File: config.mk
export PLATFORM = sky130hd
export DESIGN_NAME = response_string_watcher_top
export DESIGN_NICKNAME = d
export VERILOG_FILES = /design/src/rsw_pkg.sv /design/src/rsw_cell.sv /design/src/response_string_watcher_top.sv
export SDC_FILE = /design/constraint.sdc
export NUM_CORES = 1
export LEC_CHECK = 0
export BUFFER_PORTS_ARGS = -buffer_cell sky130_fd_sc_hd__buf_2
export CAP_MARGIN = 20
export CORE_MARGIN = 10
export CORE_UTILIZATION = 25
export CTS_BUF_LIST = sky130_fd_sc_hd__clkbuf_4 sky130_fd_sc_hd__clkbuf_8
export CTS_CLUSTER_SIZE = 28
export DETAILED_ROUTE_END_ITERATION = 10
export MAX_ROUTING_LAYER = met4
export PLACE_DENSITY = 0.47
export SLEW_MARGIN = 20
export SYNTH_ARGS = -nofsm -noshare
export SYNTH_HDL_FRONTEND = slang
export SYNTH_SLANG_ARGS = --single-unit
File: constraint.sdc
create_clock -name clock -period 7 [get_ports clock]
set_input_delay 1.4 -clock clock [delete_from_list [all_inputs] [get_ports clock]]
set_output_delay 1.4 -clock clock [all_outputs]
set_load 0.01 [all_outputs]
File: src/rsw_pkg.sv
// Shared types and codes for the response string watcher.
// Used by rsw_cell and response_string_watcher_top; depends on nothing.
package rsw_pkg;

   localparam int PATTERN_SLOTS = 16;
   localparam int LEN_W         = 5;
   localparam int IDLE_W        = 28;
   localparam int CSR_W         = 64;

   localparam logic [1:0] CMD_START = 2'd0;
   localparam logic [1:0] CMD_BYTE  = 2'd1;
   localparam logic [1:0] CMD_TICK  = 2'd2;

   localparam logic [1:0] REG_PATTERN_LOW  = 2'd0;
   localparam logic [1:0] REG_PATTERN_HIGH = 2'd1;
   localparam logic [1:0] REG_LENGTH       = 2'd2;
   localparam logic [1:0] REG_IDLE_LIMIT   = 2'd3;

   localparam logic [IDLE_W-1:0] IDLE_MAX = {IDLE_W{1'b1}};

   typedef enum logic [1:0] {
      ST_PENDING = 2'd0,
      ST_MATCHED = 2'd1,
      ST_TIMEOUT = 2'd2
   } status_type;

   typedef logic [PATTERN_SLOTS-1:0][7:0] pattern_type;

   typedef struct packed {
      logic shift;
      logic clear;
   } cell_ctrl_type;

endpackage

File: src/rsw_cell.sv
// One position of the compare window: holds a byte, passes it to the next cell.
// Depends on rsw_pkg for the pattern and control types.
module rsw_cell #(
   parameter int IDX = 0
) (
   input  logic                  clock,
   input  rsw_pkg::cell_ctrl_type ctrl,
   input  logic [7:0]            byte_in,
   input  rsw_pkg::pattern_type  pattern,
   input  logic [rsw_pkg::LEN_W-1:0] length,
   output logic [7:0]            byte_out,
   output logic                  match_out
);
   import rsw_pkg::*;

   localparam logic [LEN_W-1:0] POS = LEN_W'(IDX);

   logic [7:0]       byte_ff;
   logic [7:0]       byte_in_d;
   logic             active;
   logic [LEN_W-1:0] diff;
   logic [3:0]       sel;

   // The compare looks at the byte this cell will hold after the shift.
   assign active    = length > POS;
   assign diff      = length - LEN_W'(1) - POS;
   assign sel       = diff[3:0];
   assign match_out = !active || (byte_in == pattern[sel]);
   assign byte_out  = byte_ff;

   always_comb begin
      byte_in_d = byte_ff;
      if (ctrl.clear) begin
         byte_in_d = 8'd0;
      end else if (ctrl.shift) begin
         byte_in_d = byte_in;
      end
   end

   always_ff @(posedge clock) begin
      byte_ff <= byte_in_d;
   end

endmodule

File: src/response_string_watcher_top.sv
// Top level of the response string watcher: control, counters and the cell chain.
// Depends on rsw_pkg and rsw_cell.
//
// Usage: each request transfer carries a command (start, received byte or idle
// tick) and a byte. Every request gives exactly one response transfer with the
// current status (pending, matched, timed out) and the number of stored bytes.
// A start clears the watch. Bytes shift through a chain of MAX_PATTERN cells,
// each comparing its next byte with its pattern byte, and the matched flags are
// combined in the same cycle. A taken request is answered in the next cycle, and
// one request is taken every cycle while the response side keeps up. When the
// receiver stalls, the response register holds and req_ready falls until it is
// taken. Synchronous reset restores the default registers (pattern "OK",
// length 2, idle limit 16000000) and a cleared, pending watch; there is no
// clearing pass. Register writes on the csr_ port apply to the next request.
module response_string_watcher_top #(
   parameter int MAX_PATTERN  = 16,
   parameter int BUFFER_BYTES = 256
) (
   input  logic                        clock,
   input  logic                        reset,
   input  logic                        req_valid,
   output logic                        req_ready,
   input  logic [1:0]                  req_cmd,
   input  logic [7:0]                  req_rx_byte,
   output logic                        rsp_valid,
   input  logic                        rsp_ready,
   output logic [1:0]                  rsp_status,
   output logic [7:0]                  rsp_bytes_stored,
   input  logic                        csr_we,
   input  logic [1:0]                  csr_index,
   input  logic [rsw_pkg::CSR_W-1:0]   csr_wdata
);
   import rsw_pkg::*;

   localparam int CNT_W   = $clog2(BUFFER_BYTES);
   localparam int LEN_LIM = (MAX_PATTERN < PATTERN_SLOTS) ? MAX_PATTERN : PATTERN_SLOTS;
   localparam logic [CNT_W-1:0] STORE_LIM = CNT_W'(BUFFER_BYTES - 1);

   logic [63:0]       pat_low_ff, pat_high_ff;
   logic [LEN_W-1:0]  pat_len_ff;
   logic [IDLE_W-1:0] idle_limit_ff;

   logic [CNT_W-1:0]  stored_ff, stored_in;
   logic [IDLE_W-1:0] idle_ff, idle_in;
   status_type        status_ff, status_in;
   logic              zero_ff, zero_in;

   logic              rsp_valid_ff;
   logic [1:0]        rsp_status_ff;
   logic [7:0]        rsp_count_ff;

   logic              req_fire;
   logic              store_byte;
   logic [CNT_W-1:0]  stored_inc;
   logic [IDLE_W-1:0] idle_inc;
   logic [LEN_W-1:0]  eff_len;
   pattern_type       pattern;
   cell_ctrl_type     ctrl;
   logic              window_match;

   logic [MAX_PATTERN-1:0][7:0] cell_byte;
   logic [MAX_PATTERN-1:0]      cell_match;

   assign req_ready = !rsp_valid_ff || rsp_ready;
   assign req_fire  = req_valid && req_ready;

   assign pattern = {pat_high_ff, pat_low_ff};

   always_comb begin
      eff_len = (pat_len_ff == '0) ? LEN_W'(1) : pat_len_ff;
      if (eff_len > LEN_W'(LEN_LIM)) begin
         eff_len = LEN_W'(LEN_LIM);
      end
   end

   assign store_byte = req_fire && (req_cmd == CMD_BYTE) && (status_ff == ST_PENDING)
                       && (stored_ff < STORE_LIM);
   assign ctrl.shift = store_byte;
   assign ctrl.clear = req_fire && (req_cmd == CMD_START);

   genvar g;
   generate
      for (g = 0; g < MAX_PATTERN; g++) begin : g_cell
         rsw_cell #(.IDX(g)) u_cell (
            .clock     (clock),
            .ctrl      (ctrl),
            .byte_in   ((g == 0) ? req_rx_byte : cell_byte[(g == 0) ? 0 : g - 1]),
            .pattern   (pattern),
            .length    (eff_len),
            .byte_out  (cell_byte[g]),
            .match_out (cell_match[g])
         );
      end
   endgenerate

   assign stored_inc   = stored_ff + CNT_W'(1);
   assign idle_inc     = (idle_ff < IDLE_MAX) ? idle_ff + IDLE_W'(1) : idle_ff;
   assign window_match = (&cell_match) && !(zero_ff || (req_rx_byte == 8'd0))
                         && (32'(stored_inc) >= 32'(eff_len));

   always_comb begin
      stored_in = stored_ff;
      idle_in   = idle_ff;
      status_in = status_ff;
      zero_in   = zero_ff;
      if (req_fire) begin
         case (req_cmd)
            CMD_START: begin
               stored_in = '0;
               idle_in   = '0;
               status_in = ST_PENDING;
               zero_in   = 1'b0;
            end
            CMD_BYTE: begin
               if (status_ff == ST_PENDING) begin
                  idle_in = '0;
                  if (store_byte) begin
                     stored_in = stored_inc;
                     zero_in   = zero_ff || (req_rx_byte == 8'd0);
                     if (window_match) begin
                        status_in = ST_MATCHED;
                     end
                  end
               end
            end
            CMD_TICK: begin
               if (status_ff == ST_PENDING) begin
                  idle_in = idle_inc;
                  if (idle_inc >= idle_limit_ff) begin
                     status_in = ST_TIMEOUT;
                  end
               end
            end
            default: begin
            end
         endcase
      end
   end

   always_ff @(posedge clock) begin
      if (reset) begin
         pat_low_ff    <= 64'd19279;
         pat_high_ff   <= 64'd0;
         pat_len_ff    <= LEN_W'(2);
         idle_limit_ff <= IDLE_W'(16000000);
      end else if (csr_we) begin
         case (csr_index)
            REG_PATTERN_LOW:  pat_low_ff    <= csr_wdata;
            REG_PATTERN_HIGH: pat_high_ff   <= csr_wdata;
            REG_LENGTH:       pat_len_ff    <= csr_wdata[LEN_W-1:0];
            REG_IDLE_LIMIT:   idle_limit_ff <= csr_wdata[IDLE_W-1:0];
            default: begin
            end
         endcase
      end
   end

   always_ff @(posedge clock) begin
      if (reset) begin
         stored_ff    <= '0;
         idle_ff      <= '0;
         status_ff    <= ST_PENDING;
         zero_ff      <= 1'b0;
         rsp_valid_ff <= 1'b0;
      end else begin
         stored_ff <= stored_in;
         idle_ff   <= idle_in;
         status_ff <= status_in;
         zero_ff   <= zero_in;
         if (req_fire) begin
            rsp_valid_ff <= 1'b1;
         end else if (rsp_ready) begin
            rsp_valid_ff <= 1'b0;
         end
      end
   end

   always_ff @(posedge clock) begin
      if (req_fire) begin
         rsp_status_ff <= status_in;
         rsp_count_ff  <= (32'(stored_in) > 32'd255) ? 8'hFF : 8'(stored_in);
      end
   end

   assign rsp_valid        = rsp_valid_ff;
   assign rsp_status       = rsp_status_ff;
   assign rsp_bytes_stored = rsp_count_ff;

   a_start_clears: assert property (@(posedge clock) disable iff (reset)
      req_fire && (req_cmd == CMD_START)
      |=> (rsp_status == ST_PENDING) && (rsp_bytes_stored == 8'd0))
      else $error("start transfer did not clear the watch");

   a_sticky: assert property (@(posedge clock) disable iff (reset)
      req_fire && (req_cmd != CMD_START) && (status_ff != ST_PENDING)
      |=> (rsp_status == $past(status_ff)) && (stored_ff == $past(stored_ff)))
      else $error("final status changed without a start");

   a_zero_blocks: assert property (@(posedge clock) disable iff (reset)
      req_fire && (req_cmd == CMD_BYTE) && zero_ff && (status_ff == ST_PENDING)
      |=> rsp_status != ST_MATCHED)
      else $error("match reported after a stored zero byte");

   a_store_bound: assert property (@(posedge clock) disable iff (reset)
      stored_ff <= STORE_LIM)
      else $error("stored byte count exceeds the buffer");

endmodule
==> summary.txt, run 1 <==
Clock network
  – Hold Buf Count CTS: 0
  – Number of clock sinks: 331
  – Deepest clock path buffer count: 3
  – H-tree Lvls: 2
  – Clock latency at the later pin of the worst-skew pair: 0.71 ns
  – PostCTS Resize Cnt: 0
  – Post-CTS setup buffer count: 0
  – CTS clk-pin slew, worst paths: 0.08 ns
  – Clk Tree Root Cell: sky130_fd_sc_hd__clkbuf_8
  – TritonCTS clock tree: done
  – Number of CTS-inserted buffers: 56

Pwr
  – Peak ir drop on the vdd network: 0.141 mV
  – Power per Cell Area: 217 nW/um^2
  – Static leakage: 9.88 nW

Timing
  – Maximum achievable frequency: 175 MHz
  – Slew HR: between 10% and 20%
  – Unrepaired setup endpoints after global routing: no
  – Number of endpoints with negative hold slack in the final report: 0
  – Final worst-path cycle share: 81.9%
  – Pins over their slew limit: 0
  – Actual slew at the worst max-slew pin: 1.20 ns
  – Shortest period the worst path allows: about 5.7 ns
  – Setup slack of the critical path after layout: 1.27 ns
  – Worst clock skew: ~0.066 ns
  – Endpoints failing setup: 0
  – Setup TNS: 0 ns

Yosys
  – Cell Area, Synth: 22700 sq um
  – Net count after synthesis: 2944
  – Mean area per synthesized cell: between 8 and 9 sq um
  – Total of flip-flops plus latches after synthesis: 331
  – Number of distinct standard cells referenced by the synthesized netlist: between 80 and 90
  – Post-synth EDFFs: 10
  – Dominant register cell in the synthesized netlist: sky130_fd_sc_hd__dfxtp_1
  – Share of synthesized registers carrying an async set or reset: 0%
  – Seq/Total Area, Yosys: ~30%
  – Instance count of the mapped netlist: 2823
  – Number of warnings printed during yosys synthesis: 0

Critical path
  – Maximum fanout count along the critical path: 60
  – Startpoint Class: flip-flop
  – Kind of critical path: flip-flop to flip-flop
  – Worst Reg-to-Reg Cells: 13
  – Worst path required time: 7.63 ns
  – Endpoint class of the critical path: flip-flop
  – Crit path arrival time: 6.36 ns

Layout
  – Number of nets in the layout: 2946
  – Fraction of layout cells with a size suffix above 1: 15.5%
  – Signed area change from the synthesized netlist to the final layout: 13.4%
  – Filler Cell Count: 9874
  – Filler-free cell count of the finished design: 4052

Detailed routing
  – Initial drt markers: approximately 2.3k
  – Detailed-route wire length per cell: 25.4 um
  – Sum of routed wire length over all layers: 103000 um
  – Per-cell via count in the routed design: 5.43
  – Number of nets with antenna violations after routing: 0
  – Number of remaining DRC errors: 0
  – Number of iterations in the first detailed-routing pass: 5
  – Number of vias in the routed layout: roughly 22k

Global routing
  – Overall global routing resource usage: 19.6%
  – Global-route wire length before repair: around 150000 um
  – Overflow left after global routing: 0
  – Number of antenna violations at the first check in global routing: 2
  – Maximum number of pins on one net before global-route repair: between 100 and 150
  – Number of global-route vias before repair: 20.3k

Placed design
  – Post-DP HPWL: 78500 um
  – Quantity of I/O buffers inserted on ports: 92
  – Pre-CTS worst setup slack: 1.38 ns
  – Post-Place Cells: a little under 4k
  – RePlAce Congestion: just over 1

Die
  – Starting density of the core: 25.2%
  – Ports: 93
  – Core area: 90000 sq um
  – Horizontal die dimension: 321 um
  – Height of the chip: 321 um
  – Overall die area: roughly 100000 sq um
  – Number of standard-cell rows in the floorplan: 110

Flow run
  – Number of max-cap violations: 0

Status
  – Run status: complete, no violations

Min path
  – Worst hold-check path type: flip-flop to flip-flop
  – Depth of the worst hold-timing path: 2
-- state kept, by name, summed over array words and instances, names as in the netlist --
name	count
g_cell.u_cell.byte_out	120
idle_ff	28
idle_limit_ff	28
pat_high_ff	64
pat_len_ff	5
pat_low_ff	64
rsp_bytes_stored	8
rsp_status	2
rsp_valid	1
status_ff	2
stored_ff	8
zero_ff	1
-- synthesized netlist by cell type, drive strengths merged (56+ instances only) --
cell type	count	area share, %
clkbuf	174	2.9
mux4	89	8.8
nand2	609	10
o21ai	92	2.0
a21oi	326	7.2
inv	56	0.93
nand3	80	1.8
nor2	124	2.1
xnor2	80	3.1
mux2i	142	6.3
dfxtp	321	28
xor2	94	3.6
-- cell families (layout without fill, tap and decap cells) --
group,count (synthesis),in the layout,synth area share [%]
muxes,266,266,16.9
xor gates and xnor gates,176,176,6.92
AOI/OAI and AO/OA,696,696,19.2
adders and majority gates,40,40,2.21
and+or+nand+nor,1032,1032,20.2
other,0,3,0
buffers and inverters,282,332,4.90
DFF,331,331,29.7
-- worst paths after layout --
kind	end	slack [ns]	start
worst max register to register	status_ff[0]	1.27	pat_len_ff[4]
worst min-delay path	idle_limit_ff[9]	0.46	idle_limit_ff[9]
worst max-delay path	status_ff[0]	1.27	pat_len_ff[4]
worst min register to register	idle_limit_ff[9]	0.46	idle_limit_ff[9]
-- area by class of cell --
cell class | count | area [sq um] | share of cell area [%]
Multi-Input combinational cell | 2210 | 14900 | 58.1
Sequential cell | 331 | 6730 | 26.2
Tap cell | 1176 | 1470 | 5.72
Clock buffer | 93 | 1170 | 4.54
Timing Repair Buffer | 167 | 1050 | 4.09
Inverter | 59 | 221 | 0.861
Clock inverter | 13 | 124 | 0.482
Antenna cell | 3 | 7.51 | 0.0292
-- power by group --
part           switching (mW)  internal, mW
Clock                   0.883          1.10
Combinational           0.965         0.584
Sequential             0.0973          1.95
Total                    1.95          3.64
-- per-layer routing --
layer / vias up / global-route usage, % / share of wire, %
met2: 857 / 30.8 / 46
met3: 164 / 2.66 / 6.3
li1: 10200 / - / -
met1: 10800 / 25.4 / 43
met4: 0 / 7.67 / 4.2
met5: - / - / 0
-- cell usage in the layout, fill, tap and decap left out, types with 27 or more instances in the layout --
cell type and count:
sky130_fd_sc_hd__ha_1 39, sky130_fd_sc_hd__nor2_1 123, sky130_fd_sc_hd__mux4_2 89, sky130_fd_sc_hd__nor3_1 39
sky130_fd_sc_hd__mux2_2 35, sky130_fd_sc_hd__clkbuf_8 75, sky130_fd_sc_hd__o221ai_1 36, sky130_fd_sc_hd__mux2i_1 140
sky130_fd_sc_hd__nand2_1 609, sky130_fd_sc_hd__buf_4 72, sky130_fd_sc_hd__a22oi_1 30, sky130_fd_sc_hd__nand4_1 27
sky130_fd_sc_hd__a21oi_1 325, sky130_fd_sc_hd__inv_1 55, sky130_fd_sc_hd__nand3_1 79, sky130_fd_sc_hd__xor2_1 94
sky130_fd_sc_hd__dfxtp_1 319, sky130_fd_sc_hd__o21ai_0 90, sky130_fd_sc_hd__o22ai_1 29, sky130_fd_sc_hd__xnor2_1 76
sky130_fd_sc_hd__buf_2 92
-- metrics by stage --
| step | hold slack (ns) | power, mW | util [%] | cell area (sq um) |
|---|---|---|---|---|
| after CTS | 0.459 | 5.60 | 28.6 | 25700 |
| after global routing | 0.473 | 5.79 | 28.6 | 25700 |
| after global placement | 0.443 | 3.60 | 27.1 | 24400 |
| final | 0.456 | 5.58 | 28.6 | 25700 |
| after detailed placement | 0.450 | 3.60 | 27.1 | 24400 |
| after floorplan | 0.436 | 3.04 | - | 22700 |
-- worst max-delay path, cell delays in order, from the launching register on --
cell and delay, ns:
sky130_fd_sc_hd__dfxtp_2 0.77, sky130_fd_sc_hd__nand2b_1 0.42, sky130_fd_sc_hd__ha_4 0.41, sky130_fd_sc_hd__buf_12 0.39
sky130_fd_sc_hd__nand2b_1 0.15, sky130_fd_sc_hd__mux2i_2 0.47, sky130_fd_sc_hd__a21oi_1 0.37, sky130_fd_sc_hd__or4_1 0.59
sky130_fd_sc_hd__and4_1 0.23, sky130_fd_sc_hd__or4_4 0.49, sky130_fd_sc_hd__a2111oi_4 0.29, sky130_fd_sc_hd__a41oi_1 0.20
sky130_fd_sc_hd__or4b_1 0.52, sky130_fd_sc_hd__o41ai_2 0.31
Power figures use the tool's default switching activity.
==> inputs of run 2 (changes only) <==
==> constraint.sdc (replaced) <==
create_clock -name clock -period 5.6 [get_ports clock]
set_input_delay 1.12 -clock clock [delete_from_list [all_inputs] [get_ports clock]]
set_output_delay 1.12 -clock clock [all_outputs]
set_load 0.01 [all_outputs]
==> summary.txt, run 2 (synthesis results as in run 1) <==
Status
  – Run status: complete, no violations

Critical path
  – Largest stage delay, worst path: 0.86 ns (+0.09 ns)
  – Worst reg2reg path endpoint: status_ff[0]
  – Crit path buf inv count: 2 (+1)
  – Setup crit start: pat_len_ff[1]
  – Number of logic stages on the critical path including buffering: 14 (+1)
  – Kind of critical path: flip-flop to flip-flop
  – Cell class contributing the biggest share of worst-path delay: compound AO/OA/AOI/OAI gates
  – Worst Reg-to-Reg Cells: 14 (+1)
  – Critical-path cell list: nor4_4 > nor2_4 > clkinv_1 > ha_1 > xnor3_1 > a2111oi_0 > buf_4 > o22ai_1 > and4_1 > or4_4 > a2111oi_4 > a41oi_1 > or4b_1 > o41ai_2
  – Worst path required time: 6.17 ns (-1.46 ns)
  – Startpoint Class: flip-flop
  – Register-to-register setup slack: 0.33 ns (-0.94 ns)
  – Maximum fanout count along the critical path: 21 (-65%)
  – Endpoint class of the critical path: flip-flop
  – Critical register-to-register path startpoint: pat_len_ff[1]
  – Standard cell with the maximum stage delay on the critical path: sky130_fd_sc_hd__a2111oi_0
  – End of the critical path: status_ff[0]
  – Crit path arrival time: 5.85 ns (-0.51 ns)

Clock network
  – Number of clock sinks: 331 (unchanged)
  – H-tree Lvls: 2 (unchanged)
  – Clock latency at the later pin of the worst-skew pair: 0.69 ns (-0.02 ns)
  – CTS clk-pin slew, worst paths: 0.06 ns (-0.02 ns)
  – Number of CTS-inserted buffers: 57 (+1.8%)
  – Clk Tree Root Cell: sky130_fd_sc_hd__clkbuf_8
  – TritonCTS clock tree: done
  – PostCTS Resize Cnt: 0 (unchanged)
  – Hold Buf Count CTS: 0 (unchanged)
  – Deepest clock path buffer count: 3 (unchanged)
  – Post-CTS setup buffer count: 0 (unchanged)

Global routing
  – Met1 routing resource usage after global routing: 24.6% (-0.86 points)
  – Met3 Usage GRT: 2.89% (+0.23 points)
  – Met2 Usage GRT: 30.3% (-0.50 points)
  – Overall global routing resource usage: 19.3% (-0.33 points)
  – Maximum number of pins on one net before global-route repair: 151 (+27%)
  – Number of global-route vias before repair: 20.3k (-0.30%)
  – Overflow left after global routing: 0 (unchanged)
  – Number of antenna violations at the first check in global routing: 2 (unchanged)
  – Global-route wire length before repair: 146000 um (-1.3%)
  – Most Crowded Layer GR: met2

Layout
  – Number of flip-flops under the largest register name: 120 (unchanged)
  – Signed area change from the synthesized netlist to the final layout: 14.1%
  – Most common cell after layout, fill and taps aside: sky130_fd_sc_hd__nand2_1
  – Fraction of layout cells with a size suffix above 1: 16.2% (+0.65 points)
  – Sequential cell area: 6730 sq um (unchanged)
  – Multi-input gate area: 14900 sq um (about the same)
  – Filler Cell Count: 9960 (+0.87%)
  – Number of nets in the layout: 2971 (+0.85%)
  – Highest-count cells in the layout ignoring fill and taps: sky130_fd_sc_hd__nand2_1, sky130_fd_sc_hd__a21oi_1, sky130_fd_sc_hd__dfxtp_1

Timing
  – Setup TNS: 0 ns (unchanged)
  – Endpoints failing setup: 0 (unchanged)
  – Unrepaired setup endpoints after global routing: no
  – Slew HR: 23.5% (+4.6 points)
  – Final worst-path cycle share: 94.2% (+12 points)
  – Maximum achievable frequency: 190 MHz (+8.6%)
  – Final worst hold slack: 0.454 ns (-0.00150 ns)
  – Number of endpoints with negative hold slack in the final report: 0 (unchanged)
  – Worst clock skew: 0.0293 ns (-0.0369 ns)
  – Pins over their slew limit: 0 (unchanged)
  – Actual slew at the worst max-slew pin: 1.15 ns (-0.0540 ns)
  – Shortest period the worst path allows: 5.27 ns (-0.456 ns)

Placed design
  – Quantity of I/O buffers inserted on ports: 92 (unchanged)
  – Post-DP HPWL: 77400 um (-1.4%)
  – RePlAce Congestion: 1.02 (-0.98%)

Detailed routing
  – Number of iterations in the first detailed-routing pass: 6 (+1)
  – Initial drt markers: 2654 (+15%)
  – Sum of routed wire length over all layers: 101000 um (-1.9%)
  – Number of remaining DRC errors: 0 (unchanged)
  – Number of vias in the routed layout: 22.1k (+0.66%)
  – Number of nets with antenna violations after routing: 0 (unchanged)
  – Detailed-route wire length per cell: 24.8 um (-2.4%)
  – Per-cell via count in the routed design: 5.44 (+0.16%)

Pwr
  – Reg power frac: 36.8% (about the same)
  – Peak ir drop on the vdd network: 0.155 mV (+9.8%)
  – Power per Cell Area: 269 nW/um^2 (+24%)
  – Static leakage: 9.96 nW (+0.84%)
  – P_int: 4.57 mW (+26%)
  – Power share of the combinational group: 27.9% (about the same)
  – Proportion of power drawn by the clock network: 35.3% (-0.3 points)
  – Switching Power: 2.38 mW (+22%)
  – Sw frac: 34.2% (-0.63 points)

Die
  – Core area: 90000 sq um (unchanged)
  – Horizontal die dimension: 321 um (unchanged)
  – Ports: 93 (unchanged)
  – Starting density of the core: 25.2% (unchanged)
  – Number of standard-cell rows in the floorplan: 110 (unchanged)
  – Height of the chip: 321 um (unchanged)
  – Overall die area: 103000 sq um (unchanged)

Flow run
  – Number of max-cap violations: 0 (unchanged)

Min path
  – Worst hold-check path type: flip-flop to flip-flop
  – Hold_sp: idle_limit_ff[11]
-- run 2: cell count changes in the layout (fill, tap and decap cells not counted), sizes merged --
| cell | before | now |
|---|---|---|
| buf | 167 | 191 |
| bufinv | 1 | 3 |
| clkbuf | 93 | 91 |
| clkinv | 11 | 10 |
| diode | 3 | 2 |
| inv | 59 | 57 |
-- run 2: area by class of cell --
class | count | share of cell area, %
repair buffers | 191 | 4.78
multi-input cells | 2210 | 57.8
clock buffers | 91 | 4.24
flip-flops and latches | 331 | 26.0
inverters | 59 | 0.856
well taps | 1176 | 5.69
clock inverters | 12 | 0.600
diodes | 2 | 0.0194
-- run 2: power by group through the flow --
stage	combinational, mW	clock (mW)	sequential (mW)
5_1_grt	2.04	2.63	2.56
4_1_cts	1.90	2.54	2.55
3_5_place_dp	1.89	0	2.60
6_report	1.94	2.45	2.55
2_1_floorplan	1.26	0	2.54
3_3_place_gp	1.90	0	2.60
-- run 2: worst register-to-register path, delay by kind of cell (launching register included) --
family / cells / cell delay, ns
fa+ha+maj: 1 / 0.33
flops: 1 / 0.45
buf+inv: 2 / 0.33
compound gates: 5 / 1.73
xor+xnor: 1 / 0.64
simple gates: 5 / 1.70
-- run 2: worst min path at each step --
stage,endpoint,slack [ns],depth (start not counted)
2_1_floorplan,idle_limit_ff[11],0.44,2
5_1_grt,idle_limit_ff[9],0.48,2
3_3_place_gp,idle_limit_ff[26],0.44,2
3_5_place_dp,idle_limit_ff[8],0.45,2
4_1_cts,idle_limit_ff[8],0.45,2
6_report,idle_limit_ff[11],0.45,2
-- run 2: routing by layer --
layer	share of wire (%)	up-vias
li1	-	10200
met4	4.6	0
met1	43	10800
met3	6.7	176
met2	46	913
met5	0	-
-- run 2: per-stage QoR --
stage                     cells  instance area (sq um)  setup slack, ns  utilization, %  total power, mW
after floorplan            2823                  22700            0.148               -             3.80
after global placement     3967                  24600            0.533            27.3             4.51
after detailed placement   3967                  24600            0.502            27.3             4.50
after CTS                  4070                  25900            0.469            28.7             6.99
after global routing       4071                  25900            0.153            28.7             7.24
final                      4072                  25900            0.325            28.7             6.95
